## config.mk

```make
export PLATFORM = sky130hd
export DESIGN_NAME = lru_key_value_cache
export DESIGN_NICKNAME = d
export VERILOG_FILES = /design/src/design/lru_kv_pkg.sv /design/src/design/lru_key_value_cache.sv /design/src/design/lru_kv_cell.sv
export VERILOG_INCLUDE_DIRS = /design/src /design/src/design
export SDC_FILE = /design/constraint.sdc
export NUM_CORES = 2
export LEC_CHECK = 0
export BUFFER_PORTS_ARGS = -buffer_cell sky130_fd_sc_hd__buf_2
export CORE_MARGIN = 3
export CORE_UTILIZATION = 60
export CTS_CLUSTER_DIAMETER = 60
export CTS_CLUSTER_SIZE = 30
export DETAILED_ROUTE_END_ITERATION = 7
export GPL_ROUTABILITY_DRIVEN = 0
export GPL_TIMING_DRIVEN = 0
export PLACE_DENSITY = 0.77
export SLEW_MARGIN = 25
export SYNTH_ARGS = -nofsm -noshare
export SYNTH_HDL_FRONTEND = slang
export SYNTH_SLANG_ARGS = --single-unit
```

## constraint.sdc

```tcl
create_clock -name clk -period 16 [get_ports clk]
set_input_delay 4.8 -clock clk [delete_from_list [all_inputs] [get_ports clk]]
set_output_delay 4.8 -clock clk [all_outputs]
set_load 0.05 [all_outputs]
```

## src/design/lru_key_value_cache_macros.svh

```systemverilog
// Assertion macros for the key-value cache.
// Included by the top level, which checks its own logic; no other dependencies.
`ifndef LRU_KEY_VALUE_CACHE_MACROS_SVH
`define LRU_KEY_VALUE_CACHE_MACROS_SVH

`ifndef SYNTHESIS
// Concurrent check on an explicit clock and synchronous reset.
`define LKV_ASSERT_CLK(lbl, clk_i, rst_i, prop, msg) \
  lbl: assert property (@(posedge clk_i) disable iff (rst_i) (prop)) else $error(msg);
// Concurrent check on the module's clk and rst.
`define LKV_ASSERT(lbl, prop, msg) \
  `LKV_ASSERT_CLK(lbl, clk, rst, prop, msg)
`else
`define LKV_ASSERT_CLK(lbl, clk_i, rst_i, prop, msg)
`define LKV_ASSERT(lbl, prop, msg)
`endif

`endif

```

## src/design/lru_kv_pkg.sv

```systemverilog
// Shared types and constants of the key-value cache.
// No dependencies; imported by the cell, the top level, the checker and the testbench.
package lru_kv_pkg;

  localparam int MAX_ENTRIES = 16;
  localparam int CNT_W       = $clog2(MAX_ENTRIES + 1);
  localparam int KEY_W       = 32;
  localparam int VAL_W       = 32;
  localparam int CAP_W       = 5;
  localparam logic [CAP_W-1:0] CAP_RESET = CAP_W'(16);

  typedef enum logic {
    CMD_GET = 1'b0,
    CMD_PUT = 1'b1
  } cmd_t;

  // Per-item control broadcast along the row of cells.
  typedef struct packed {
    logic step;     // the item reorders the row (a put, or a get that hits)
    logic any_hit;  // some live cell matched the key
  } cell_ctl_t;

endpackage

```

## src/design/lru_key_value_cache.sv

```systemverilog
// Top level of the fully associative key-value cache with LRU replacement.
// Depends on lru_kv_pkg, lru_kv_cell and lru_key_value_cache_macros.svh.
//
// Usage:
//   Requests arrive on the s_axis channel: tuser carries the command (get or
//   put), tdata carries key in bits 31:0 and value in bits 63:32. A get beat
//   produces exactly one response beat on m_axis: tuser is the hit flag and
//   tdata the stored value (zero on a miss). A put beat produces no response.
//   The capacity register is written through cfg_we/cfg_wdata while idle.
//
//   Entries sit in a row of cells in recency order, most recent in cell 0.
//   Every cell compares its key in parallel; on a reorder each cell either
//   keeps its entry or takes its neighbour's, in the same cycle.
//   A get's response is registered and appears in the cycle after the request
//   beat. Throughput: one request per cycle while the response side keeps up,
//   set by the compare-and-shift of the cell row.
//   Reset empties the cache (entry count zero) and sets capacity to 16.
//   When the response receiver stalls with a response pending, s_axis_tready
//   drops until that beat has been taken.
`include "lru_key_value_cache_macros.svh"

module lru_key_value_cache
  import lru_kv_pkg::*;
(
  input  logic                     clk,
  input  logic                     rst,
  input  logic                     cfg_we,
  input  logic [CAP_W-1:0]         cfg_wdata,
  input  logic                     s_axis_tvalid,
  output logic                     s_axis_tready,
  input  logic [KEY_W+VAL_W-1:0]   s_axis_tdata,   // [31:0] key, [63:32] value
  input  logic                     s_axis_tuser,   // [0] cmd
  output logic                     m_axis_tvalid,
  input  logic                     m_axis_tready,
  output logic [VAL_W-1:0]         m_axis_tdata,   // [31:0] data
  output logic                     m_axis_tuser    // [0] hit
);

  logic [CAP_W-1:0] capacity;
  logic [CNT_W-1:0] count;
  logic [CNT_W-1:0] count_next;
  logic [CNT_W-1:0] eff_cap;

  logic             in_acc;
  cmd_t             cmd;
  logic [KEY_W-1:0] in_key;
  logic [VAL_W-1:0] in_value;

  cell_ctl_t        ctl;
  logic [MAX_ENTRIES-1:0] match_vec;
  logic [MAX_ENTRIES:0]   hit_chain;
  logic [KEY_W-1:0] cell_key   [MAX_ENTRIES];
  logic [VAL_W-1:0] cell_value [MAX_ENTRIES];
  logic [VAL_W-1:0] hit_value;
  logic [VAL_W-1:0] front_value;

  logic             out_valid;
  logic             out_hit;
  logic [VAL_W-1:0] out_data;

  assign cmd      = cmd_t'(s_axis_tuser);
  assign in_key   = s_axis_tdata[KEY_W-1:0];
  assign in_value = s_axis_tdata[KEY_W+VAL_W-1:KEY_W];

  // The response register frees up whenever its beat is taken, so a new
  // request may enter in the very cycle the old response leaves.
  assign s_axis_tready = !out_valid || m_axis_tready;
  assign in_acc        = s_axis_tvalid && s_axis_tready;

  // Capacity register; anything above the row length acts as the row length.
  always_ff @(posedge clk) begin
    if (rst) begin
      capacity <= CAP_RESET;
    end else if (cfg_we) begin
      capacity <= cfg_wdata;
    end
  end

  assign eff_cap = (32'(capacity) > 32'(MAX_ENTRIES)) ? CNT_W'(MAX_ENTRIES)
                                                       : CNT_W'(capacity);

  // Row of cells. The hit chain tells each cell whether a match lies in
  // front of it, which freezes it for that reorder.
  assign hit_chain[0] = 1'b0;
  assign ctl.any_hit  = hit_chain[MAX_ENTRIES];
  assign ctl.step     = in_acc && (cmd == CMD_PUT || ctl.any_hit);

  // The new front entry always carries the request key: on a hit it equals
  // the matching key, on an insert it is the key being stored.
  assign front_value = (cmd == CMD_PUT) ? in_value : hit_value;

  for (genvar i = 0; i < MAX_ENTRIES; i++) begin : g_cell
    logic [KEY_W-1:0] prev_key;
    logic [VAL_W-1:0] prev_value;

    if (i == 0) begin : g_front
      assign prev_key   = in_key;
      assign prev_value = front_value;
    end else begin : g_link
      assign prev_key   = cell_key[i-1];
      assign prev_value = cell_value[i-1];
    end

    lru_kv_cell u_cell (
      .clk        (clk),
      .search_key (in_key),
      .live       (CNT_W'(i) < count),
      .in_range   (CNT_W'(i) <= count),
      .ctl        (ctl),
      .hit_in     (hit_chain[i]),
      .hit_out    (hit_chain[i+1]),
      .match      (match_vec[i]),
      .prev_key   (prev_key),
      .prev_value (prev_value),
      .key        (cell_key[i]),
      .value      (cell_value[i])
    );
  end

  // Live keys are unique, so at most one cell matches and an OR picks its value.
  always_comb begin
    hit_value = '0;
    for (int i = 0; i < MAX_ENTRIES; i++) begin
      hit_value = hit_value | (match_vec[i] ? cell_value[i] : '0);
    end
  end

  // Entry count. A put that hits may drop one entry when over capacity; a
  // put that misses grows the row unless that would exceed capacity, in
  // which case the least recent entry falls off the end instead.
  always_comb begin
    count_next = count;
    if (in_acc && cmd == CMD_PUT) begin
      if (ctl.any_hit) begin
        if (count > eff_cap) begin
          count_next = count - CNT_W'(1);
        end
      end else if (32'(count) < 32'(MAX_ENTRIES) && count < eff_cap) begin
        count_next = count + CNT_W'(1);
      end
    end
  end

  always_ff @(posedge clk) begin
    if (rst) begin
      count <= '0;
    end else begin
      count <= count_next;
    end
  end

  // Response register.
  always_ff @(posedge clk) begin
    if (rst) begin
      out_valid <= 1'b0;
    end else if (in_acc && cmd == CMD_GET) begin
      out_valid <= 1'b1;
    end else if (m_axis_tready) begin
      out_valid <= 1'b0;
    end
  end

  always_ff @(posedge clk) begin
    if (in_acc && cmd == CMD_GET) begin
      out_hit  <= ctl.any_hit;
      out_data <= ctl.any_hit ? hit_value : '0;
    end
  end

  assign m_axis_tvalid = out_valid;
  assign m_axis_tuser  = out_hit;
  assign m_axis_tdata  = out_data;

  `LKV_ASSERT(a_single_match, $onehot0(match_vec), "more than one live cell matched")
  `LKV_ASSERT(a_count_bound, 32'(count) <= 32'(MAX_ENTRIES), "entry count beyond row")
  `LKV_ASSERT(a_get_responds, (in_acc && cmd == CMD_GET) |=> out_valid, "get gave no response")
  `LKV_ASSERT(a_count_idle, !in_acc |=> $stable(count), "count moved without a request")
  `LKV_ASSERT(a_count_step, in_acc |=> (count == $past(count) || count == $past(count) + CNT_W'(1) || count + CNT_W'(1) == $past(count)), "count moved by more than one")

endmodule

```

## src/design/lru_kv_cell.sv

```systemverilog
// One position of the recency row: a key and value with its compare.
// Depends on lru_kv_pkg.
module lru_kv_cell
  import lru_kv_pkg::*;
(
  input  logic             clk,
  input  logic [KEY_W-1:0] search_key,
  input  logic             live,
  input  logic             in_range,
  input  cell_ctl_t        ctl,
  input  logic             hit_in,
  output logic             hit_out,
  output logic             match,
  input  logic [KEY_W-1:0] prev_key,
  input  logic [VAL_W-1:0] prev_value,
  output logic [KEY_W-1:0] key,
  output logic [VAL_W-1:0] value
);

  logic shift;

  assign match   = live && (key == search_key);
  assign hit_out = hit_in || match;

  // Cells from the front up to the hit, or up to the insertion point on a miss,
  // take their neighbour's entry; everything behind stays put.
  assign shift = ctl.step && !hit_in && (ctl.any_hit || in_range);

  always_ff @(posedge clk) begin
    if (shift) begin
      key   <= prev_key;
      value <= prev_value;
    end
  end

endmodule

```

==> results by group <==
Routing
  – Initial DRC count: ~3.7k
  – Residual DRC: 0
  – Detailed-route via count: ~24k
  – Drt wl/cell: roughly 32 um
  – Post-Route WL: approximately 120 mm
  – DRT Pass-1 Iters: 6
  – Number of vias per cell: roughly 6.7
  – Routed Antenna Nets: 0

Clock network
  – H-Tree Depth: 2
  – Later-pin clock latency in the skew report: 0.66 ns
  – Sinks on Clock Net: roughly 1.1k
  – Post-CTS setup buffers: 0
  – CTS buffer count: 53
  – Hold-fix buffers, CTS: 0
  – Max Root-Sink Buffers: 3
  – Root buf cell: clkbuf_16
  – Post-CTS resize count: 0
  – Clock transition at the registers of the reported paths: 0.11 ns
  – TritonCTS clock tree: built

Synth
  – Cells after Synth: approximately 2.4k
  – Yosys top cell by area: edfxtp_1
  – Cell Area, Synth: 42,000 um2
  – Sequential element share of the synthesized area: around 76%
  – Unique masters post-synth: 49
  – Ys flop type: edfxtp_1
  – EDFF count, synth: approximately 1.1k
  – Asr flop ratio synth: 0%
  – Synth area leaders: edfxtp_1 76%, xor2_1 8.4%, a221oi_1 2.6%, a22o_1 2.6%, xnor2_1 2.3%
  – Yosys reg bits: between 1k and 1.5k
  – Warnings from Yosys: 0
  – Syn_area_per_cell: approximately 18 um2
  – Cell with the most instances after synthesis: edfxtp_1
  – Synth cell count leaders: 1,057 x edfxtp_1, 404 x xor2_1, 126 x a221oi_1, 126 x a22o_1, 110 x xnor2_1
  – Share of the synthesized area in the top cell type: between 70% and 80%
  – Post-synth net total: roughly 2.4k

Setup path
  – CP Launch Type: input pin
  – CP Class: in2out
  – Nature of the critical path endpoint: primary output
  – Worst endpoint required time: around 11 ns
  – Slowest stage delay, CP: approximately 0.42 ns
  – CP top delay family: buffers and inverters
  – Buffers and inverters on the worst path: 2
  – CP dominant cell by count: buf_2
  – Reg2Reg Launch Point: count[1]
  – Critical path cell sequence: buf_2 -> nand2b_1 -> buf_2
  – Max FO, Critical Path: 5
  – CP arrival: about 5.7 ns
  – Worst Setup SP: m_axis_tready
  – Worst path slowest cell: nand2b_1

Power and ir drop
  – Clock share of power: roughly a third
  – PwrDens: 104 nW/um2
  – Leakage: ~16 nW
  – Seq pwr share: 62.2%
  – Internal power: about 3.8 mW
  – Worst VDD drop: ~0.00011 V
  – P_sw: between 1 and 1.5 mW
  – Switching fraction of total power: a little under a quarter
  – Logic pwr share: around 4.2%

Finish
  – Layout Nets: between 2k and 3k
  – Area Overhead vs Synth: 12.5%
  – Register Area: between 30,000 and 40,000 um2
  – Fin area: 47,300 um2
  – Area of the multi-input gates: about 9600 um2
  – Finished Layout Cells: 3,628
  – Layout cell share with drive strength beyond 1: approximately 18%
  – # fillers: between 4k and 5k

Min path
  – Hold WC Path Type: reg2reg
  – Hold_sp: g_cell[3].u_cell.value[12]

STA
  – Tightest Pin Transition: approximately 1.3 ns
  – Period Utilization, post-route: between 60% and 70%
  – Fmax: around 95 MHz
  – RSZ-0062 raised after global routing: false
  – Hold slack: about 0.45 ns
  – Final Hold Vio Count: 0
  – Slew Limit Fails: 0
  – Setup-failing EPs final: 0
  – Slew margin rel.: 16.6%
  – Post-layout min period: 10.52 ns
  – Fin Clk Skew: between 0.04 and 0.05 ns

Placement
  – Placed cell areas: 45,400 um2
  – Placed wire-length estimate: between 80 and 90 mm
  – Placed Cells: approximately 3.5k
  – Port Buf Inserts: around 110

Global routing
  – Largest net degree at the start of global routing: 31
  – First-pass GRT wire length: 164 mm
  – Global route total overflow: 0
  – Initial antenna violation count: 3
  – M2 GR Usage: around 48%
  – GRT met1 Usage: approximately two fifths
  – Global-route usage over all layers: 31.4%
  – Vias in the first global route: 24.3k
  – Met3 Resource Use GR: under 10%
  – Busiest grt layer: met2

Die
  – Horiz. Die Dim: approximately 270 um
  – Die Ht: 271 um
  – Core area: 68,900 um2
  – Initial Utilization: 60.9%
  – Die Footprint: about 73,000 um2
  – IO Count: between 100 and 150
  – Num rows: 96

Flow run
  – Max Cap Viol: 0

Outcome
  – Status: finished, final reports clean
[registers in the layout, summed over array words and instances, names as in the netlist]
name and cells:
g_cell.u_cell.key 512, g_cell.u_cell.value 512, m_axis_tdata 32, capacity 5
count 5, m_axis_tuser 1, m_axis_tvalid 1
[metrics by stage]
stage / setup WS [ns] / TNS [ns] / utilization (%) / total power, mW
2_1_floorplan: 2.28 / 0 / - / 3.25
3_3_place_gp: -5.98 / -2232.68 / 63.4 / 3.33
3_5_place_dp: 5.10 / 0 / 65.8 / 3.33
4_1_cts: 5.59 / 0 / 68.5 / 4.91
5_1_grt: 5.51 / 0 / 68.5 / 5.02
6_report: 5.48 / 0 / 68.6 / 4.93
[area by class of cell]
class,count,area share (%)
antenna,2,0.0106
timing repair buffer,242,4.23
tap,931,2.46
buffer,126,1.40
sequential,1068,67.6
multi-input combinational,1159,20.3
clock buffer,54,2.81
inverter,8,0.0635
clock inverter,38,1.09
[routing by layer]
metal  part of all wire, %  routed length (um)
met2                    45               52000
met1                    35               40900
met4                   6.1                7110
met3                    14               16800
met5                 0.014                  16
[final timing paths]
check / endpoint / slack (ns) / depth (start not counted)
worst min-delay path: g_cell[4].u_cell.value[12] / 0.45 / 0
worst max-delay path: s_axis_tready / 5.48 / 3
worst min register to register: g_cell[4].u_cell.value[12] / 0.45 / 0
worst max register to register: g_cell[1].u_cell.key[23] / 9.93 / 19
[cells by family after synthesis]
kind of cell             count (synthesis)  share of synthesized area, %
multiplexers                            39                          1.03
XOR/XNOR                               514                          10.7
buffers and inverters                  134                          1.61
adder cells (fa/ha/maj)                 10                         0.298
flip-flops                            1068                          76.1
AO/OA/AOI/OAI                          295                          5.93
AND/OR/NAND/NOR                        301                          4.31
[placed cells by master, fill, tap and decap left out, types with 7 or more instances in the layout]
cell type,n
buf_4,85
mux2_2,34
clkbuf_1,45
nor3_2,10
buf_6,24
nand4_1,70
clkbuf_16,53
xnor2_1,110
edfxtp_1,1057
buf_8,7
clkbuf_2,13
ha_1,10
nor4_1,103
nand3_1,20
inv_8,7
o21ai_0,8
nor2_1,19
inv_1,8
a22o_1,126
buf_16,17
nand2_1,23
nor3_1,11
clkinv_8,7
xor2_1,404
dfxtp_1,11
a221oi_1,126
buf_2,172
[power groups by stage]
stage          logic, mW  registers (mW)  clock network, mW
3_5_place_dp       0.203            3.13                  0
2_1_floorplan      0.110            3.14                  0
5_1_grt            0.216            3.07               1.73
6_report           0.207            3.07               1.66
3_3_place_gp       0.189            3.14                  0
4_1_cts            0.205            3.07               1.64
Note: power is estimated with default switching activity, not from simulation.
